## src/rtl/core/pidmt_pkg.sv

```systemverilog
// shared types and constants of the protected identifier membership table
// depends on nothing; used by every module of the block but pidmt_ram, by scoped names
package pidmt_pkg;

    // table geometry
    localparam int TABLE_DEPTH = 64;
    localparam int IDX_W       = (TABLE_DEPTH > 1) ? $clog2(TABLE_DEPTH) : 1;
    localparam int CNT_W       = $clog2(TABLE_DEPTH + 1);
    localparam int PID_W       = 22;

    // stream widths
    localparam int ACT_W       = 2;
    localparam int STAT_W      = 2;
    localparam int S_TDATA_W   = 24;
    localparam int M_TDATA_W   = 8;

    // request kinds
    localparam logic [ACT_W-1:0] ACT_ADD    = 2'd0;
    localparam logic [ACT_W-1:0] ACT_REMOVE = 2'd1;
    localparam logic [ACT_W-1:0] ACT_QUERY  = 2'd2;

    // result codes
    localparam logic [STAT_W-1:0] STAT_OK      = 2'd0;
    localparam logic [STAT_W-1:0] STAT_PRESENT = 2'd1;
    localparam logic [STAT_W-1:0] STAT_FULL    = 2'd2;
    localparam logic [STAT_W-1:0] STAT_ABSENT  = 2'd3;

    // sequencer states
    typedef enum logic [1:0] {
        S_IDLE,
        S_SCAN,
        S_FINISH
    } state_t;

    // outcome of comparing one table entry against the key
    typedef struct packed {
        logic hit;
        logic free;
    } match_t;

endpackage

```

## src/rtl/core/pidmt_ram.sv

```systemverilog
// generic single-write, single-read ram with registered read data
// depends on nothing
module pidmt_ram #(
    parameter int WIDTH = 8,
    parameter int DEPTH = 16,
    parameter int AW    = (DEPTH > 1) ? $clog2(DEPTH) : 1
) (
    input  logic             aclk,
    input  logic             we,
    input  logic [AW-1:0]    waddr,
    input  logic [WIDTH-1:0] wdata,
    input  logic [AW-1:0]    raddr,
    output logic [WIDTH-1:0] rdata
);

    logic [WIDTH-1:0] mem [DEPTH];
    logic [WIDTH-1:0] rdata_reg;

    // write port and registered read port
    always_ff @(posedge aclk) begin
        if (we) begin
            mem[waddr] <= wdata;
        end
        rdata_reg <= mem[raddr];
    end

    assign rdata = rdata_reg;

endmodule

```

## src/rtl/core/pidmt_match.sv

```systemverilog
// compare unit shared by every step of the table scan
// depends on pidmt_pkg
module pidmt_match (
    input  logic                    entry_valid,
    input  logic [pidmt_pkg::PID_W-1:0] entry_id,
    input  logic [pidmt_pkg::PID_W-1:0] key,
    output pidmt_pkg::match_t       result
);

    // only valid entries can match, free slots are reported apart
    always_comb begin
        result.hit  = entry_valid && (entry_id == key);
        result.free = !entry_valid;
    end

endmodule

```

## src/rtl/core/pidmt_ctrl.sv

```systemverilog
// scan sequencer, valid marks, enable register and result register
// depends on pidmt_pkg
module pidmt_ctrl (
    input  logic                          aclk,
    input  logic                          aresetn,
    // request side
    input  logic                          req_valid,
    output logic                          req_ready,
    input  logic [pidmt_pkg::ACT_W-1:0]   req_action,
    input  logic [pidmt_pkg::PID_W-1:0]   req_pid,
    // result side
    output logic                          rsp_valid,
    input  logic                          rsp_ready,
    output logic [pidmt_pkg::STAT_W-1:0]  rsp_status,
    output logic                          rsp_prot,
    // enable register write
    input  logic                          cfg_we,
    input  logic                          cfg_bit,
    // table ram
    output logic                          ram_we,
    output logic [pidmt_pkg::IDX_W-1:0]   ram_waddr,
    output logic [pidmt_pkg::PID_W-1:0]   ram_wdata,
    output logic [pidmt_pkg::IDX_W-1:0]   ram_raddr,
    // compare unit
    output logic                          cmp_entry_valid,
    output logic [pidmt_pkg::PID_W-1:0]   cmp_key,
    input  pidmt_pkg::match_t             cmp_result
);

    localparam int DEPTH = pidmt_pkg::TABLE_DEPTH;
    localparam int IDX_W = pidmt_pkg::IDX_W;
    localparam int CNT_W = pidmt_pkg::CNT_W;

    pidmt_pkg::state_t state_reg, state_next;

    logic [CNT_W-1:0]                rd_idx_reg, rd_idx_next;
    logic                            cmp_pend_reg, cmp_pend_next;
    logic [IDX_W-1:0]                cmp_idx_reg, cmp_idx_next;
    logic [pidmt_pkg::ACT_W-1:0]     act_reg, act_next;
    logic [pidmt_pkg::PID_W-1:0]     pid_reg, pid_next;
    logic                            hit_reg, hit_next;
    logic [IDX_W-1:0]                hit_idx_reg, hit_idx_next;
    logic                            free_found_reg, free_found_next;
    logic [IDX_W-1:0]                free_idx_reg, free_idx_next;
    logic [DEPTH-1:0]                valid_reg, valid_next;
    logic                            enable_reg, enable_next;
    logic                            out_valid_reg, out_valid_next;
    logic [pidmt_pkg::STAT_W-1:0]    status_reg, status_next;
    logic                            prot_reg, prot_next;

    logic accept;
    logic issue;
    logic last_cmp;
    logic commit;

    // handshake and scan conditions
    assign req_ready = (state_reg == pidmt_pkg::S_IDLE);
    assign accept    = req_valid && req_ready;
    assign issue     = (rd_idx_reg < CNT_W'(DEPTH));
    assign last_cmp  = cmp_pend_reg && (cmp_idx_reg == IDX_W'(DEPTH - 1));
    assign commit    = (state_reg == pidmt_pkg::S_FINISH) && (!out_valid_reg || rsp_ready);

    // compare unit hookup
    assign cmp_entry_valid = valid_reg[cmp_idx_reg];
    assign cmp_key         = pid_reg;
    assign ram_raddr       = rd_idx_reg[IDX_W-1:0];

    // new identifier goes to the lowest free slot
    assign ram_we    = commit && (act_reg == pidmt_pkg::ACT_ADD) && !hit_reg && free_found_reg;
    assign ram_waddr = free_idx_reg;
    assign ram_wdata = pid_reg;

    // next state
    always_comb begin
        state_next = state_reg;
        case (state_reg)
            pidmt_pkg::S_IDLE: begin
                if (accept) begin
                    state_next = pidmt_pkg::S_SCAN;
                end
            end
            pidmt_pkg::S_SCAN: begin
                if (cmp_pend_reg && (cmp_result.hit || last_cmp)) begin
                    state_next = pidmt_pkg::S_FINISH;
                end
            end
            pidmt_pkg::S_FINISH: begin
                if (commit) begin
                    state_next = pidmt_pkg::S_IDLE;
                end
            end
            default: state_next = pidmt_pkg::S_IDLE;
        endcase
    end

    // datapath and result
    always_comb begin
        rd_idx_next     = rd_idx_reg;
        cmp_pend_next   = 1'b0;
        cmp_idx_next    = cmp_idx_reg;
        act_next        = act_reg;
        pid_next        = pid_reg;
        hit_next        = hit_reg;
        hit_idx_next    = hit_idx_reg;
        free_found_next = free_found_reg;
        free_idx_next   = free_idx_reg;
        valid_next      = valid_reg;
        enable_next     = cfg_we ? cfg_bit : enable_reg;
        out_valid_next  = out_valid_reg && !rsp_ready;
        status_next     = status_reg;
        prot_next       = prot_reg;

        case (state_reg)
            // latch the request and restart the scan
            pidmt_pkg::S_IDLE: begin
                if (accept) begin
                    act_next        = req_action;
                    pid_next        = req_pid;
                    rd_idx_next     = '0;
                    hit_next        = 1'b0;
                    free_found_next = 1'b0;
                end
            end
            // one read issued and one entry compared per cycle
            pidmt_pkg::S_SCAN: begin
                if (issue) begin
                    rd_idx_next   = rd_idx_reg + CNT_W'(1);
                    cmp_pend_next = 1'b1;
                    cmp_idx_next  = rd_idx_reg[IDX_W-1:0];
                end
                if (cmp_pend_reg) begin
                    if (cmp_result.hit) begin
                        hit_next     = 1'b1;
                        hit_idx_next = cmp_idx_reg;
                    end
                    if (cmp_result.free && !free_found_reg) begin
                        free_found_next = 1'b1;
                        free_idx_next   = cmp_idx_reg;
                    end
                end
            end
            // apply the table update and load the result register
            pidmt_pkg::S_FINISH: begin
                if (commit) begin
                    out_valid_next = 1'b1;
                    status_next    = pidmt_pkg::STAT_OK;
                    prot_next      = 1'b0;
                    case (act_reg)
                        pidmt_pkg::ACT_ADD: begin
                            if (hit_reg) begin
                                status_next = pidmt_pkg::STAT_PRESENT;
                            end else if (!free_found_reg) begin
                                status_next = pidmt_pkg::STAT_FULL;
                            end else begin
                                valid_next[free_idx_reg] = 1'b1;
                            end
                        end
                        pidmt_pkg::ACT_REMOVE: begin
                            if (hit_reg) begin
                                valid_next[hit_idx_reg] = 1'b0;
                            end else begin
                                status_next = pidmt_pkg::STAT_ABSENT;
                            end
                        end
                        pidmt_pkg::ACT_QUERY: begin
                            prot_next = enable_reg && hit_reg;
                        end
                        default: begin
                            status_next = pidmt_pkg::STAT_OK;
                        end
                    endcase
                end
            end
            default: begin
                cmp_pend_next = 1'b0;
            end
        endcase
    end

    // control registers
    always_ff @(posedge aclk) begin
        if (!aresetn) begin
            state_reg     <= pidmt_pkg::S_IDLE;
            cmp_pend_reg  <= 1'b0;
            valid_reg     <= '0;
            enable_reg    <= 1'b0;
            out_valid_reg <= 1'b0;
        end else begin
            state_reg     <= state_next;
            cmp_pend_reg  <= cmp_pend_next;
            valid_reg     <= valid_next;
            enable_reg    <= enable_next;
            out_valid_reg <= out_valid_next;
        end
    end

    // payload registers
    always_ff @(posedge aclk) begin
        rd_idx_reg     <= rd_idx_next;
        cmp_idx_reg    <= cmp_idx_next;
        act_reg        <= act_next;
        pid_reg        <= pid_next;
        hit_reg        <= hit_next;
        hit_idx_reg    <= hit_idx_next;
        free_found_reg <= free_found_next;
        free_idx_reg   <= free_idx_next;
        status_reg     <= status_next;
        prot_reg       <= prot_next;
    end

    assign rsp_valid  = out_valid_reg;
    assign rsp_status = status_reg;
    assign rsp_prot   = prot_reg;

endmodule

```

## src/rtl/core/protected_id_membership_table.sv

```systemverilog
// Protected identifier membership table: a table of process identifiers
// with add, remove and query requests on a stream channel.
//
// Channels: s_* carries requests (s_tuser = kind, s_tdata = identifier),
// m_* carries one result transaction per request (status and the
// protected flag). cfg_* writes the one-bit protect enable; it is always
// ready and must only be written while no request is in flight.
// Scan: a request scans the table one entry per cycle through a single
// ram read port and compare unit. A match at slot k ends the scan there;
// a request without a match scans the whole table. s_tready is low from
// acceptance until the result is loaded, so the next request is accepted
// at the earliest in the cycle after that.
// Stall: the result sits in an output register; a new request is accepted
// while it waits, but that request's result is held back until m_tready
// frees the register.
// Reset: aresetn (synchronous, active low) clears every valid mark, the
// enable register and the output valid; no clearing pass is needed.
// depends on pidmt_pkg, pidmt_ram, pidmt_match, pidmt_ctrl
module protected_id_membership_table (
    input  logic                               aclk,
    input  logic                               aresetn,
    // request: tdata[21:0] pid, upper bits zero
    input  logic                               s_tvalid,
    output logic                               s_tready,
    input  logic [pidmt_pkg::S_TDATA_W-1:0]    s_tdata,
    // request: tuser[1:0] action
    input  logic [pidmt_pkg::ACT_W-1:0]        s_tuser,
    // result: tdata[1:0] status, tdata[2] is_protected, upper bits zero
    output logic                               m_tvalid,
    input  logic                               m_tready,
    output logic [pidmt_pkg::M_TDATA_W-1:0]    m_tdata,
    // protect_enable write
    input  logic                               cfg_valid,
    output logic                               cfg_ready,
    input  logic                               cfg_data
);

    logic                              ram_we;
    logic [pidmt_pkg::IDX_W-1:0]       ram_waddr;
    logic [pidmt_pkg::PID_W-1:0]       ram_wdata;
    logic [pidmt_pkg::IDX_W-1:0]       ram_raddr;
    logic [pidmt_pkg::PID_W-1:0]       ram_rdata;
    logic                              cmp_entry_valid;
    logic [pidmt_pkg::PID_W-1:0]       cmp_key;
    pidmt_pkg::match_t                 cmp_result;
    logic [pidmt_pkg::STAT_W-1:0]      rsp_status;
    logic                              rsp_prot;

    assign cfg_ready = 1'b1;

    // identifier store
    pidmt_ram #(
        .WIDTH (pidmt_pkg::PID_W),
        .DEPTH (pidmt_pkg::TABLE_DEPTH)
    ) u_ram (
        .aclk  (aclk),
        .we    (ram_we),
        .waddr (ram_waddr),
        .wdata (ram_wdata),
        .raddr (ram_raddr),
        .rdata (ram_rdata)
    );

    // shared compare unit
    pidmt_match u_match (
        .entry_valid (cmp_entry_valid),
        .entry_id    (ram_rdata),
        .key         (cmp_key),
        .result      (cmp_result)
    );

    // sequencer
    pidmt_ctrl u_ctrl (
        .aclk            (aclk),
        .aresetn         (aresetn),
        .req_valid       (s_tvalid),
        .req_ready       (s_tready),
        .req_action      (s_tuser),
        .req_pid         (s_tdata[pidmt_pkg::PID_W-1:0]),
        .rsp_valid       (m_tvalid),
        .rsp_ready       (m_tready),
        .rsp_status      (rsp_status),
        .rsp_prot        (rsp_prot),
        .cfg_we          (cfg_valid),
        .cfg_bit         (cfg_data),
        .ram_we          (ram_we),
        .ram_waddr       (ram_waddr),
        .ram_wdata       (ram_wdata),
        .ram_raddr       (ram_raddr),
        .cmp_entry_valid (cmp_entry_valid),
        .cmp_key         (cmp_key),
        .cmp_result      (cmp_result)
    );

    // result packing
    assign m_tdata = {
        (pidmt_pkg::M_TDATA_W - pidmt_pkg::STAT_W - 1)'(0),
        rsp_prot,
        rsp_status
    };

endmodule

```

## config.mk

```make
export PLATFORM = sky130hd
export DESIGN_NAME = protected_id_membership_table
export DESIGN_NICKNAME = d
export VERILOG_FILES = /design/src/rtl/core/pidmt_pkg.sv /design/src/rtl/core/pidmt_ram.sv /design/src/rtl/core/pidmt_match.sv /design/src/rtl/core/pidmt_ctrl.sv /design/src/rtl/core/protected_id_membership_table.sv
export SDC_FILE = /design/constraint.sdc
export NUM_CORES = 2
export LEC_CHECK = 0
export ABC_AREA = 0
export BUFFER_PORTS_ARGS = -buffer_cell sky130_fd_sc_hd__buf_2
export CORE_MARGIN = 2
export CORE_UTILIZATION = 35
export CTS_CLUSTER_DIAMETER = 200
export DETAILED_ROUTE_END_ITERATION = 8
export MAX_ROUTING_LAYER = met4
export PLACE_DENSITY_LB_ADDON = 0.25
export SYNTH_ARGS = -nofsm -noshare
export SYNTH_HDL_FRONTEND = slang
export SYNTH_SLANG_ARGS = --single-unit
```

## constraint.sdc

```tcl
create_clock -name aclk -period 3.78 [get_ports aclk]
set_input_delay 0.756 -clock aclk [delete_from_list [all_inputs] [get_ports aclk]]
set_output_delay 0.756 -clock aclk [all_outputs]
set_load 0.1 [all_outputs]
```

==> flow_metrics.env <==
export IMPL_synth_top_area_frac=0.739
export IMPL_viasPerCell=5.40
export IMPL_fill_cells=14554
export IMPL_synth_compound_area_frac=0.0140
export IMPL_numPortBuffers=34
export IMPL_largest_reg_flops=1408
export IMPL_htreeDepth=4
export IMPL_boundaryPins=43
export IMPL_postRouteAntennaNets=0
export IMPL_antenna_found_initial=14
export IMPL_min_period_over_period=0.846
export IMPL_yosysSeqAreaShare=0.769
export IMPL_crit_slowest_cell="edfxtp_1"
export IMPL_setup_tns_final_ns=0
export IMPL_skew_ns=0.0555
export IMPL_grt_busiest_layer="met2"
export IMPL_grt_setup_unrepaired="false"
export IMPL_critPathKind="reg -> reg"
export IMPL_fin_nets=2845
export IMPL_avgSynthCellArea_um2=22.8
export IMPL_ys_types=49
export IMPL_hold_viol=0
export IMPL_cp_arrival_ns=3.58
export IMPL_die_h_um=416
export IMPL_irDropWorstVdd_uv=466
export IMPL_holdPathEnd="u_ctrl.cmp_key[7]"
export IMPL_drv_slew=0
export IMPL_vias=27910
export IMPL_synthMuxAreaShare=0.182
export IMPL_post_cts_resized=0
export IMPL_drc=0
export IMPL_required_ns=4.16
export IMPL_start_util=0.351
export IMPL_ys_top_cells_by_area="edfxtp_1, mux4_2, dfxtp_1, nor2_1, a21oi_1"
export IMPL_area_growth_pct=15.7
export IMPL_timing_rr_start="u_ctrl.cmp_idx_reg[1]"
export IMPL_power_density_nw_per_um2=537
export IMPL_post_route_util=0.407
export IMPL_cts_buffers=159
export IMPL_grtUsageMet2=0.274
export IMPL_syn_inst=2607
export IMPL_grt_overflow=0
export IMPL_synthTopCellsByCount="edfxtp_1, mux4_2, nor2_1, dfxtp_1, clkbuf_1"
export IMPL_critPathLaunchType="register"
export IMPL_grtUsageTotal=0.177
export IMPL_synth_simple_area_share=0.0190
export IMPL_die_area_um2=173000
export IMPL_dp_hpwl_um=84200
export IMPL_min_period_ns=3.20
export IMPL_path_max_fanout=11
export IMPL_rr_worst_depth=7
export IMPL_clk_latency_ns=0.79
export IMPL_path_cells="buf_4 -> mux4_1 -> mux2i_1 -> o2111ai_1 -> a21oi_2 -> a211o_2 -> nor2_1"
export IMPL_synth_most_common_cell="edfxtp_1"
export IMPL_postCtsSetupRepairBufs=0
export IMPL_clk_pin_slew_ns=0.06
export IMPL_yosys_area_share_adder=0.000211
export IMPL_grtUsageMet3=0.0309
export IMPL_cts_sinks=1553
export IMPL_clock_fmax_mhz=313
export IMPL_slew_headroom=0.257
export IMPL_globalplace_congestion=0.820
export IMPL_grt_met1_usage=0.243
export IMPL_outcome="completed"
export IMPL_synthFlopType="edfxtp_1"
export IMPL_fp_row_count=151
export IMPL_totalWireLength_um=148000
export IMPL_drtPass1Iterations=6
export IMPL_drtIter0Drc=3221
export IMPL_yosysWarningCount=0
export IMPL_reg2reg_slack_ns=0.58
export IMPL_cap_violations=0
export IMPL_synth_area_leader_cell="edfxtp_1"
export IMPL_synth_edff_count=1462
export IMPL_grt_pass1_vias=28832
export IMPL_critPathMaxStageDelay_ns=0.83
export IMPL_worstMarginPinSlew_ns=1.11
export IMPL_wl_per_cell_um=28.7
export IMPL_regToRegEndpoint="u_ctrl.hit_idx_reg[1]"
export IMPL_syn_area_um2=59400
export IMPL_grt_pass1_wl_um=211000
export IMPL_synth_top_family_by_area="multiplexers"
export IMPL_grt_max_degree=79
export IMPL_async_reset_ff_frac=0
export IMPL_worstHoldStart="s_tdata[7]"
export IMPL_cts_root_buf="clkbuf_16"
export IMPL_hp_class="in -> reg"
export IMPL_ctsHoldBuffers=0
export IMPL_clockBufferDepth=3
export IMPL_synth_seq_cells=1553
export IMPL_hold_path_depth=1
export IMPL_cts_tree="yes"
export IMPL_worstSetupEndpointType="register"
export IMPL_coreArea_um2=169000
export IMPL_setup_viol=0
export IMPL_p_leak_nw=21.3
export IMPL_dieWidth_um=416
export IMPL_drive_above_1_share=0.321
export IMPL_synth_xor_area_share=0.00413
## power by group
part	switching, mW	internal [mW]	leakage [nW]	total, mW
Clock	6.55	8.55	2.46	15.1
Combinational	1.58	1.23	4.90	2.81
Sequential	0.104	18.9	13.9	19.0
## worst max-delay path, delay by kind of cell (launching register included)
| kind | cells | cell delay (ns) |
|---|---|---|
| compound gates | 3 | 0.80 |
| buf+inv | 1 | 0.37 |
| flops | 1 | 0.83 |
| mux | 2 | 0.38 |
| simple gates | 1 | 0.45 |
## area by class of cell
class                   instances  area (µm²)  area share
well taps                    2218        2780      0.0404
inverters                       7        26.3    0.000382
clock buffers                 200        4250      0.0618
repair buffers                180        1900      0.0277
multi-input cells             911       13300       0.193
clock inverters                89         783      0.0114
flip-flops and latches       1553       45700       0.665
diodes                          6        15.0    0.000218
## stage by stage
step	area (µm²)	hold slack, ns	setup slack [ns]	power (mW)	std cells
floorplan	59400	0.424	0.418	21.1	2611
global placement	63700	0.481	0.683	22.2	4869
detailed placement	63700	0.500	0.604	22.2	4869
CTS	68700	0.0828	0.570	37.3	5158
global route	68700	0.0994	0.438	38.1	5158
finish	68700	0.142	0.583	36.9	5164
## worst max-delay path by stage
stage,slack (ns),end,cells after the start,startpoint
final,0.58,u_ctrl.hit_idx_reg[1],7,u_ctrl.cmp_idx_reg[1]
after global routing,0.44,u_ctrl.hit_idx_reg[3],7,u_ctrl.cmp_idx_reg[1]
after CTS,0.57,u_ctrl.hit_idx_reg[3],7,u_ctrl.cmp_idx_reg[1]
after detailed placement,0.60,u_ctrl.hit_idx_reg[3],7,u_ctrl.cmp_idx_reg[1]
after global placement,0.68,u_ctrl.hit_idx_reg[3],7,u_ctrl.cmp_idx_reg[1]
after floorplan,0.42,u_ram.mem[55][0],7,u_ctrl.rsp_valid
## layer usage
layer,vias up,share of wire
met5,-,0
met4,0,0.025
met3,241,0.069
met2,1049,0.48
met1,15191,0.42
li1,11429,-
## cell usage in the layout (no fill, tap or decap), drive strengths merged, types with 2 or more instances in the layout
master  synthesis  routed
nand3b          7       7
a21oi          69      69
inv             7       9
clkbuf         72     200
edfxtp       1462    1462
or2            11      11
mux2i           2       2
nor2b           2       2
nand4           6       6
clkinv          0      79
nand2          42      42
conb            2       6
nand2b         11      11
xnor2          20      20
nor4            3       3
buf            68     180
or3b            3       3
mux4          479     479
dfxtp          91      91
nor3            7       7
and2            2       2
bufinv          0       8
nor3b           4       4
nand3           8       8
nor2          139     139
xor2            8       8
a21o           29      29
diode           0       6
o21ai          38      38
## kinds of logic after synthesis
logic type | Yosys count
adders and majority gates | 1
buffers and inverters | 147
AOI/OAI and AO/OA | 145
DFF | 1553
xor gates and xnor gates | 28
muxes | 481
other | 2
and+or+nand+nor | 250
Power figures use the tool's default switching activity.
